**src/spq_pkg.sv**
```systemverilog
// Shared types for the sorted priority queue.
package spq_pkg;

    // Command broadcast from the control logic to every cell of the chain.
    typedef struct packed {
        logic ins;   // insert the new entry at its sorted place
        logic rem;   // remove the head, every entry moves one cell towards it
    } t_cmd;

    // Operation codes carried in the input tuser field.
    localparam logic FUNC_ENQUEUE = 1'b0;
    localparam logic FUNC_DEQUEUE = 1'b1;

endpackage

```
**src/spq_cell.sv**
```systemverilog
// One storage cell of the sorted chain: holds one entry and trades it with its neighbours.
module spq_cell #(
    parameter int PRIO_BITS = 16,
    parameter int DATA_BITS = 32,
    parameter bit HEAD      = 1'b0
) (
    input  logic                 i_clk,
    input  logic                 i_rst_n,
    input  spq_pkg::t_cmd        i_cmd,
    input  logic [PRIO_BITS-1:0] i_new_prio,
    input  logic [DATA_BITS-1:0] i_new_data,
    input  logic                 i_left_valid,
    input  logic                 i_left_move,
    input  logic [PRIO_BITS-1:0] i_left_prio,
    input  logic [DATA_BITS-1:0] i_left_data,
    input  logic                 i_right_valid,
    input  logic [PRIO_BITS-1:0] i_right_prio,
    input  logic [DATA_BITS-1:0] i_right_data,
    output logic                 o_valid,
    output logic                 o_move,
    output logic [PRIO_BITS-1:0] o_prio,
    output logic [DATA_BITS-1:0] o_data
);

    logic                 r_valid, n_valid;
    logic [PRIO_BITS-1:0] r_prio, n_prio;
    logic [DATA_BITS-1:0] r_data, n_data;
    logic                 w_after;

    // The new entry belongs before this one. The head only yields to a strictly
    // lower priority; later cells yield to an equal one as well.
    assign w_after = HEAD ? (r_prio > i_new_prio) : (r_prio >= i_new_prio);
    assign o_move  = !r_valid || w_after;

    // Next contents: on insert, cells at and after the insertion point shift away
    // from the head, the first of them taking the new entry; on remove, each cell takes its right neighbour's entry.
    always_comb begin
        n_valid = r_valid;
        n_prio  = r_prio;
        n_data  = r_data;
        if (i_cmd.ins) begin
            n_valid = r_valid | i_left_valid;
            if (o_move) begin
                if (i_left_move) begin
                    n_prio = i_left_prio;
                    n_data = i_left_data;
                end else begin
                    n_prio = i_new_prio;
                    n_data = i_new_data;
                end
            end
        end else if (i_cmd.rem) begin
            n_valid = i_right_valid;
            n_prio  = i_right_prio;
            n_data  = i_right_data;
        end
    end

    // Occupancy bit.
    always_ff @(posedge i_clk) begin
        if (!i_rst_n) begin
            r_valid <= 1'b0;
        end else begin
            r_valid <= n_valid;
        end
    end

    // Entry contents.
    always_ff @(posedge i_clk) begin
        r_prio <= n_prio;
        r_data <= n_data;
    end

    assign o_valid = r_valid;
    assign o_prio  = r_prio;
    assign o_data  = r_data;

endmodule

```
**src/sorted_priority_queue.sv**
```systemverilog
// Sorted priority queue built as a chain of compare-and-shift cells.
//
// The queue keeps up to DEPTH entries in a row of cells ordered by ascending
// priority, the head in the first cell. Every cell compares its own priority
// with the incoming one in parallel, so an enqueue or a dequeue updates the
// whole chain at once. The result is registered and appears on the master
// side in the cycle after its transfer is accepted, held in an output
// register. A new transfer is taken whenever that register is empty or its
// result leaves in the same cycle, so with the master side always ready one
// transfer is taken per cycle. While a result waits on the master side, the
// slave side stalls. An enqueue whose priority is below the head's becomes
// the head; otherwise it goes after the head, before the first later entry
// of equal or greater priority. An enqueue into a full queue is dropped and
// reported as overflow; a dequeue of an empty queue reports nothing found.
// Each result carries the occupancy after the operation.
module sorted_priority_queue #(
    parameter int DEPTH     = 16,
    parameter int PRIO_BITS = 16,
    parameter int DATA_BITS = 32
) (
    input  logic                i_clk,
    input  logic                i_rst_n,
    input  logic                i_s_tvalid,
    output logic                o_s_tready,
    // priority_req, payload
    input  logic [((PRIO_BITS + DATA_BITS + 7) / 8) * 8 - 1:0] i_s_tdata,
    // func
    input  logic                i_s_tuser,
    output logic                o_m_tvalid,
    input  logic                i_m_tready,
    // found, out_priority, out_payload, overflow, occupancy
    output logic [((PRIO_BITS + DATA_BITS + $clog2(DEPTH + 1) + 9) / 8) * 8 - 1:0] o_m_tdata
);

    localparam int CNT_W   = $clog2(DEPTH + 1);
    localparam int IN_RAW  = PRIO_BITS + DATA_BITS;
    localparam int IN_W    = ((IN_RAW + 7) / 8) * 8;
    localparam int OUT_RAW = 2 + PRIO_BITS + DATA_BITS + CNT_W;
    localparam int OUT_W   = ((OUT_RAW + 7) / 8) * 8;

    logic [PRIO_BITS-1:0] w_new_prio;
    logic [DATA_BITS-1:0] w_new_data;
    logic                 w_accept, w_enq, w_full, w_empty;
    spq_pkg::t_cmd        w_cmd;

    logic [DEPTH-1:0]     w_valid, w_move;
    logic [PRIO_BITS-1:0] w_prio [DEPTH];
    logic [DATA_BITS-1:0] w_data [DEPTH];

    logic [CNT_W-1:0]     r_count, n_count;
    logic                 r_out_valid;
    logic                 r_found, r_overflow;
    logic [PRIO_BITS-1:0] r_out_prio;
    logic [DATA_BITS-1:0] r_out_data;
    logic [CNT_W-1:0]     r_out_count;

    // Input unpacking and transfer control.
    assign w_new_prio = i_s_tdata[PRIO_BITS-1:0];
    assign w_new_data = i_s_tdata[IN_RAW-1:PRIO_BITS];
    assign o_s_tready = !r_out_valid || i_m_tready;
    assign w_accept   = i_s_tvalid && o_s_tready;
    assign w_enq      = (i_s_tuser == spq_pkg::FUNC_ENQUEUE);
    assign w_full     = (r_count == CNT_W'(DEPTH));
    assign w_empty    = (r_count == '0);
    assign w_cmd.ins  = w_accept && w_enq && !w_full;
    assign w_cmd.rem  = w_accept && !w_enq && !w_empty;

    // Chain of cells.
    for (genvar g = 0; g < DEPTH; g++) begin : g_cell
        logic                 w_lv, w_lm, w_rv;
        logic [PRIO_BITS-1:0] w_lp, w_rp;
        logic [DATA_BITS-1:0] w_ld, w_rd;

        if (g == 0) begin : g_head
            assign w_lv = 1'b1;
            assign w_lm = 1'b0;
            assign w_lp = '0;
            assign w_ld = '0;
        end else begin : g_body
            assign w_lv = w_valid[g-1];
            assign w_lm = w_move[g-1];
            assign w_lp = w_prio[g-1];
            assign w_ld = w_data[g-1];
        end

        if (g == DEPTH - 1) begin : g_tail
            assign w_rv = 1'b0;
            assign w_rp = '0;
            assign w_rd = '0;
        end else begin : g_inner
            assign w_rv = w_valid[g+1];
            assign w_rp = w_prio[g+1];
            assign w_rd = w_data[g+1];
        end

        spq_cell #(
            .PRIO_BITS (PRIO_BITS),
            .DATA_BITS (DATA_BITS),
            .HEAD      (g == 0)
        ) u_cell (
            .i_clk         (i_clk),
            .i_rst_n       (i_rst_n),
            .i_cmd         (w_cmd),
            .i_new_prio    (w_new_prio),
            .i_new_data    (w_new_data),
            .i_left_valid  (w_lv),
            .i_left_move   (w_lm),
            .i_left_prio   (w_lp),
            .i_left_data   (w_ld),
            .i_right_valid (w_rv),
            .i_right_prio  (w_rp),
            .i_right_data  (w_rd),
            .o_valid       (w_valid[g]),
            .o_move        (w_move[g]),
            .o_prio        (w_prio[g]),
            .o_data        (w_data[g])
        );
    end

    // Entry count after this operation.
    always_comb begin
        n_count = r_count;
        if (w_cmd.ins) begin
            n_count = r_count + CNT_W'(1);
        end else if (w_cmd.rem) begin
            n_count = r_count - CNT_W'(1);
        end
    end

    // Control registers.
    always_ff @(posedge i_clk) begin
        if (!i_rst_n) begin
            r_count     <= '0;
            r_out_valid <= 1'b0;
        end else begin
            r_count <= n_count;
            if (w_accept) begin
                r_out_valid <= 1'b1;
            end else if (i_m_tready) begin
                r_out_valid <= 1'b0;
            end
        end
    end

    // Result register, loaded with each accepted transfer.
    always_ff @(posedge i_clk) begin
        if (w_accept) begin
            r_found     <= w_cmd.rem;
            r_out_prio  <= w_cmd.rem ? w_prio[0] : '0;
            r_out_data  <= w_cmd.rem ? w_data[0] : '0;
            r_overflow  <= w_enq && w_full;
            r_out_count <= n_count;
        end
    end

    assign o_m_tvalid = r_out_valid;
    assign o_m_tdata  = OUT_W'({r_out_count, r_overflow, r_out_data, r_out_prio, r_found});

    // Checks on the cell chain and the entry count.
    a_count_range: assert property (@(posedge i_clk) disable iff (!i_rst_n)
        r_count <= CNT_W'(DEPTH))
        else $error("entry count exceeds depth");

    a_valid_matches_count: assert property (@(posedge i_clk) disable iff (!i_rst_n)
        $countones(w_valid) == int'(r_count))
        else $error("cell valid bits disagree with entry count");

    a_insert_grows: assert property (@(posedge i_clk) disable iff (!i_rst_n)
        w_cmd.ins |=> r_count == $past(r_count) + CNT_W'(1))
        else $error("insert did not add one entry");

    a_head_order: assert property (@(posedge i_clk) disable iff (!i_rst_n)
        w_valid[1] |-> w_prio[0] <= w_prio[1])
        else $error("head priority above its successor");

endmodule
```
**config.mk**
```make
export PLATFORM = sky130hd
export DESIGN_NAME = sorted_priority_queue
export DESIGN_NICKNAME = d
export VERILOG_FILES = /design/src/spq_pkg.sv /design/src/spq_cell.sv /design/src/sorted_priority_queue.sv
export SDC_FILE = /design/constraint.sdc
export NUM_CORES = 2
export LEC_CHECK = 0
export ABC_AREA = 1
export BUFFER_PORTS_ARGS = -buffer_cell sky130_fd_sc_hd__buf_2
export CORE_AREA = 3 3 387 294
export DETAILED_ROUTE_END_ITERATION = 7
export DIE_AREA = 0 0 390 297
export SYNTH_ARGS = -nofsm -noshare
export SYNTH_HDL_FRONTEND = slang
export SYNTH_SLANG_ARGS = --single-unit
```
**constraint.sdc**
```tcl
create_clock -name i_clk -period 5.5 [get_ports i_clk]
set_input_delay 0.825 -clock i_clk [delete_from_list [all_inputs] [get_ports i_clk]]
set_output_delay 0.825 -clock i_clk [all_outputs]
set_load 0.05 [all_outputs]
```
Word level (Yosys, flattened, before mapping)
Index checks and enable logic that the tools add are counted.

cells by class
  add/sub/neg operators = 2
  multiply operators = 0
  div/mod/pow operators = 0
  magnitude comparators = 16
  equal/unequal tests = 17
  shifts and indexed selects = 0
  multiplexer cells = 162
  bitwise gates (word level) = 16
  reductions and logical operators = 61

operators with widths
  kind                                                                 count
  32-bit two-way mux                                                   63
  16-bit two-way mux                                                   63
  16-bit greater-or-equal comparator                                   15
  1-bit two-way mux                                                    34
  2-bit AND reduction                                                  16
  2-bit by 1-bit != test with 1-bit output (second input constant)     15
  1-bit logical NOT                                                    19
  1-bit logical OR                                                     17
  16-bit > comparator                                                  1
  1-bit OR                                                             15
  5-bit two-way mux                                                    2
  1-bit logical AND                                                    6
  5-bit by 1-bit adder with 5-bit output (second input constant)       1
  5-bit == test (second input constant)                                1
  5-bit logical NOT                                                    1
  5-bit by 1-bit subtractor with 5-bit output (second input constant)  1
  2-bit nonzero test                                                   2
  2-bit != test (second input constant)                                1
  1-bit inverter                                                       1

storage, ports and cells
  register bits = 845
  bits in latches = 0
  bits in writable memories = 0
  ROM bits = 0
  input bits = 53
  output and inout port bits = 58
  logic and storage cells = 329
  memories kept = 0

Longest topological paths before layout
  word-level depth = 7
  mapped depth = 19

By module
A second synthesis with hierarchy kept.

second synthesis, totals
  cells, all modules = 5,735
  area, all modules = 49,379.9 um^2

by module, submodules not included
  module                            instances  cells an instance  area an instance (um^2)  sequential area each (um^2)
  spq_cell (g_cell[10].u_cell ...)  15         344                2,922.8                  1,461.4
  spq_cell (g_cell[0].u_cell)       1          343                2,925.3                  1,461.4
  sorted_priority_queue             1          232                2,612.5                  1,771.7

Worst setup path before layout
Ideal clock, no wire load.

  kind = input -> register
  from = input i_m_tready
  to = register g_cell[15].u_cell.r_data[0], enable pin
  arrival = 5.433 ns
  required time = 5.046 ns
  setup slack = -0.387 ns
  stages on the path = 11
  path through = inv_1 > nand2_1 > nand2_1 > inv_1 > nand3_2 > inv_2 > buf_4 > buf_6 > buf_6 > nor2_4 > nor2_1

between the ends
  cells in the longest elaborated chain, start to end = 6
  elaborated cells between the ends (all ways) = 9
  classes of those cells = eq/ne: 1; reduce/logical: 8

ends and longest elaborated chain
  element                                                                                                 line                                                      source
  from (decl)                                                                                             sorted_priority_queue.sv:30                               input logic i_m_tready,
  1-bit logical OR *                                                                                      sorted_priority_queue.sv:60                               assign o_s_tready = !r_out_valid || i_m_tready;
  named net o_s_tready                                                                                    sorted_priority_queue.sv:24                               output logic o_s_tready,
  1-bit logical AND *                                                                                     sorted_priority_queue.sv:61                               assign w_accept = i_s_tvalid && o_s_tready;
  named net w_accept                                                                                      sorted_priority_queue.sv:43                               logic w_accept, w_enq, w_full, w_empty;
  1-bit logical AND (on tied branches) (2 in a row)                                                       sorted_priority_queue.sv:65, sorted_priority_queue.sv:66
  2-bit by 1-bit != test with 1-bit output (no source line) / 2-bit nonzero test (equally long branches)  -
  2-bit AND reduction (no source line) *                                                                  -
  to (signal assigned)                                                                                    spq_cell.sv:71                                            r_data <= n_data;
  to (decl)                                                                                               spq_cell.sv:27                                            logic [DATA_BITS-1:0] r_data, n_data;

The timed path passes the listed nets; every way through them passes the cells marked *.
A chain may end at the register's enable or synchronous reset.

Worst setup path after layout
  from = register r_count[0]
  to = register g_cell[12].u_cell.r_data[9], data pin

between the ends
  cells in the longest elaborated chain, start to end = 4

ends and longest elaborated chain
  element                                line                          source
  from (decl)                            sorted_priority_queue.sv:50   logic [CNT_W-1:0] r_count, n_count;
  from (signal assigned)                 sorted_priority_queue.sv:136  r_count <= n_count;
  5-bit == test                          sorted_priority_queue.sv:63   assign w_full = (r_count == CNT_W'(DEPTH));
  1-bit logical NOT                      sorted_priority_queue.sv:65   assign w_cmd.ins = w_accept && w_enq && !w_full;
  1-bit logical AND                      sorted_priority_queue.sv:65
  32-bit two-way mux                     spq_cell.sv:41                if (i_cmd.ins) begin
  named net g_cell[12].u_cell.n_data[9]  spq_cell.sv:27
  to (signal assigned)                   spq_cell.sv:71
  to (decl)                              spq_cell.sv:27

The timed path passes the listed nets, and every way through them passes these cells.

==> flow_summary_export.csv <==
group,metric,value,unit
cells_and_area,fin_area,54110,um2
synthesis,async_flop_share,0,
outcome,status,"complete, no violations",
synthesis,netlist_instances,6517,
clock_tree,cts_setup_buffers,0,
route,vias,38180,
critical_path,r2r_setup_slack,1790,ps
placement,place_ws,1566,ps
clock_tree,clk_transition_reported_paths,60,ps
sta,fin_skew,26.97,ps
synthesis,ys_warn_count,0,
flow_run,maxCapViolCount,0,
sta,fin_ws,1787,ps
sta,post-route-period-util,0.6750,
placement,numPortBuffers,109,
synthesis,synth_seq_cells,845,
sta,rsz0062_at_grt,"false",
clock_tree,cts_hold_buf,0,
cells_and_area,num-nets-final,6798,
global_route,grt_pass1_vias,35680,
synthesis,synthXorXnorAreaFrac,0.0005313,
route,route.detailed.wl_per_inst,15.81,um
sta,tns,0,ps
synthesis,ys_seq_area_frac,0.5086,
route,drc,0,
cells_and_area,drive_gt1_frac,0.05024,
cells_and_area,most-common-layout-cells,"nand2_1 (3760), inv_1 (876), edfxtp_1 (823)",
critical_path,reg2reg_depth,12,
global_route,grt_use_total,0.2149,
cells_and_area,final_util,0.4892,
synthesis,syn_area,49460,um2
clock_tree,tritoncts,"yes",
synthesis,synthMuxAreaShare,0,
synthesis,ys.flop_type,"edfxtp_1",
placement,dp_hpwl,88150,um
global_route,gr-total-overflow,0,
min_path,holdPathStages,2,
route,routed_wirelength,126900,um
synthesis,yosys.area_share.adder,0.06527,
sta,finalHoldViolCount,0,
route,ant_nets,0,
power_and_ir_drop,leakage,31.10,nW
clock_tree,root_buffer,"clkbuf_16",
critical_path,crit_top_cell,"nand2_1",
sta,min_period,3713,ps
floorplan,core,110600,um2
placement,place.gp.congestion,0.8399,
clock_tree,post_cts_resize_count,0,
placement,place_area,51110,um2
critical_path,critPathCaptureType,"flop",
critical_path,regToRegStartpoint,"r_count[0]$_SDFF_PN0_",
cells_and_area,final_common_cell,"nand2_1",
synthesis,synth_edf_count,823,
synthesis,synth-simple-area-share,0.3052,
sta,slew_headroom,0.1605,
global_route,grt_antenna_before_repair,0,
sta,tightest_slew,1255,ps
min_path,min_to,"r_overflow$_DFFE_PP_",
critical_path,worstReg2RegEnd,"g_cell[12].u_cell.o_data[9]$_DFFE_PP_",
synthesis,syn_area_per_cell,7.589,um2
sta,slew_violations,0,
floorplan,die_h,297,um
critical_path,crit_slowest_cell,"nand2_1",
min_path,min_path_type,"in2reg",
min_path,worstHoldStart,"i_s_tuser",
critical_path,crit_chain,"inv_1 > ha_1 > inv_1 > nor3_2 > nand2_1 > nand3_4 > inv_4 > buf_4 > nand2_1 > nand2_1 > nand2_1 > nand2_1",
synthesis,synth-compound-area-share,0.02750,
global_route,grt_first_pass_wirelength,203100,um
cells_and_area,syn_to_final_growth,9.401,%
sta,max_freq,269.3,MHz
power_and_ir_drop,p_per_area,344.7,nW/um2
clock_tree,htree_levels,3,
power_and_ir_drop,vdd_drop_max,0.2589,mV
synthesis,yosysUniqueCellTypes,34,
floorplan,initial_core_util,0.4471,
route,first_pass_iters,5,
critical_path,cp_max_fo,47,
clock_tree,cts_sinks,845,
route,vias_per_cell,4.756,
critical_path,crit_family,"simple AND/OR/NAND/NOR gates",
critical_path,cp.required,6050,ps
floorplan,die_x,390,um
critical_path,slowest_delay,680,ps
floorplan,rows,106,
clock_tree,cts_buffers,95,
clock_tree,cts_max_path_buffers,3,
sta,whs,443.0,ps
synthesis,syn-num-nets,6828,
floorplan,die-area,115800,um2
critical_path,path_buf_inv,4,
synthesis,synth_top_family_by_area,"simple AND/OR/NAND/NOR gates",
critical_path,path_class,"reg2reg",
floorplan,top_level_ports,111,
clock_tree,clk_latency,690,ps
global_route,grt_max_degree,228,
route,drtIter0Drc,3279,
critical_path,cp.arrival,4260,ps
sta,setup_viol,0,
critical_path,cp-start-kind,"flop",
==> synth_stat cells (3+ instances only) <==
master | count | share of area
o21ai_0 | 105 | 0.011
nand4_1 | 19 | 0.0024
nand3b_1 | 13 | 0.0020
buf_1 | 9 | 0.00068
a21oi_1 | 113 | 0.011
clkbuf_1 | 196 | 0.015
buf_4 | 17 | 0.0026
a31oi_1 | 10 | 0.0013
nor2_1 | 127 | 0.0096
dfxtp_1 | 22 | 0.0089
ha_1 | 258 | 0.065
xor2_1 | 3 | 0.00053
a211oi_1 | 18 | 0.0027
nand3_1 | 32 | 0.0032
edfxtp_1 | 823 | 0.50
nor3_1 | 3 | 0.00030
buf_2 | 75 | 0.0076
nand2_1 | 3777 | 0.29
o21a_1 | 3 | 0.00046
inv_1 | 877 | 0.067
==> worst max-delay path by stage <==
| stage | end | from | slack, ps | cells after the start |
|---|---|---|---|---|
| after floorplan | g_cell[15].u_cell.o_data[0]$_SDFFCE_PN0P_ | i_m_tready | 410 | 11 |
| after detailed placement | g_cell[0].u_cell.o_data[19]$_DFFE_PP_ | i_s_tdata[2] | 1570 | 16 |
| final | g_cell[12].u_cell.o_data[9]$_DFFE_PP_ | r_count[0]$_SDFF_PN0_ | 1790 | 12 |
| after CTS | g_cell[12].u_cell.o_data[9]$_DFFE_PP_ | r_count[0]$_SDFF_PN0_ | 1870 | 12 |
| after global placement | g_cell[0].u_cell.o_data[12]$_DFFE_PP_ | i_s_tdata[2] | 1580 | 16 |
| after global routing | g_cell[12].u_cell.o_data[9]$_DFFE_PP_ | r_count[0]$_SDFF_PN0_ | 1470 | 12 |
==> cell families (layout without fill, tap and decap cells) <==
group	after synthesis	after routing
xor gates and xnor gates	3	3
and+or+nand+nor	3977	3977
DFF	845	845
adders and majority gates	258	258
buffers and inverters	1177	1228
other	1	2
AOI/OAI and AO/OA	256	256
==> where the power goes <==
group	switching [W]	internal (W)
clock network	0.00273	0.00347
registers	0.000476	0.00828
logic	0.00256	0.00114
total	0.00576	0.0129
==> routing by layer <==
layer / vias to the layer above / wire length (um) / global-route usage
li1: 19960 / - / -
met1: 17010 / 68450 / 0.3597
met2: 1060 / 47960 / 0.2887
met3: 145 / 8056 / 0.02851
met4: 0 / 2432 / 0.04535
met5: - / 0 / 0
==> registers in the layout, indices dropped and copies added, names as in the netlist <==
signal / flops
r_out_count: 5
g_cell.u_cell.o_data: 512
r_overflow: 1
r_found: 1
r_out_prio: 16
r_out_data: 32
g_cell.u_cell.o_prio: 256
r_count: 5
o_m_tvalid: 1
g_cell.u_cell.o_valid: 16
==> cell type report <==
class | instances | area, um2
diodes | 1 | 2.502
inverters | 878 | 3298
multi-input cells | 4495 | 19780
clock inverters | 58 | 505.5
flip-flops and latches | 845 | 25150
repair buffers | 172 | 1056
fillers | 10890 | 56500
clock buffers | 120 | 2491
well taps | 1458 | 1824
==> worst register-to-register path, cell delays in order, from the launching register on <==
cell	delay (ps)
dfxtp_1	410
inv_1	100
ha_1	210
inv_1	90
nor3_2	70
nand2_1	140
nand3_4	290
inv_4	610
buf_4	530
nand2_1	690
nand2_1	260
nand2_1	100
nand2_1	60
==> metrics by stage <==
stage	cells	total power, W
2_1_floorplan	6517	0.01147
3_3_place_gp	7848	0.01244
3_5_place_dp	7848	0.01254
4_1_cts	8026	0.01879
5_1_grt	8026	0.01973
6_report	8027	0.01865
Power figures use the tool's default switching activity.
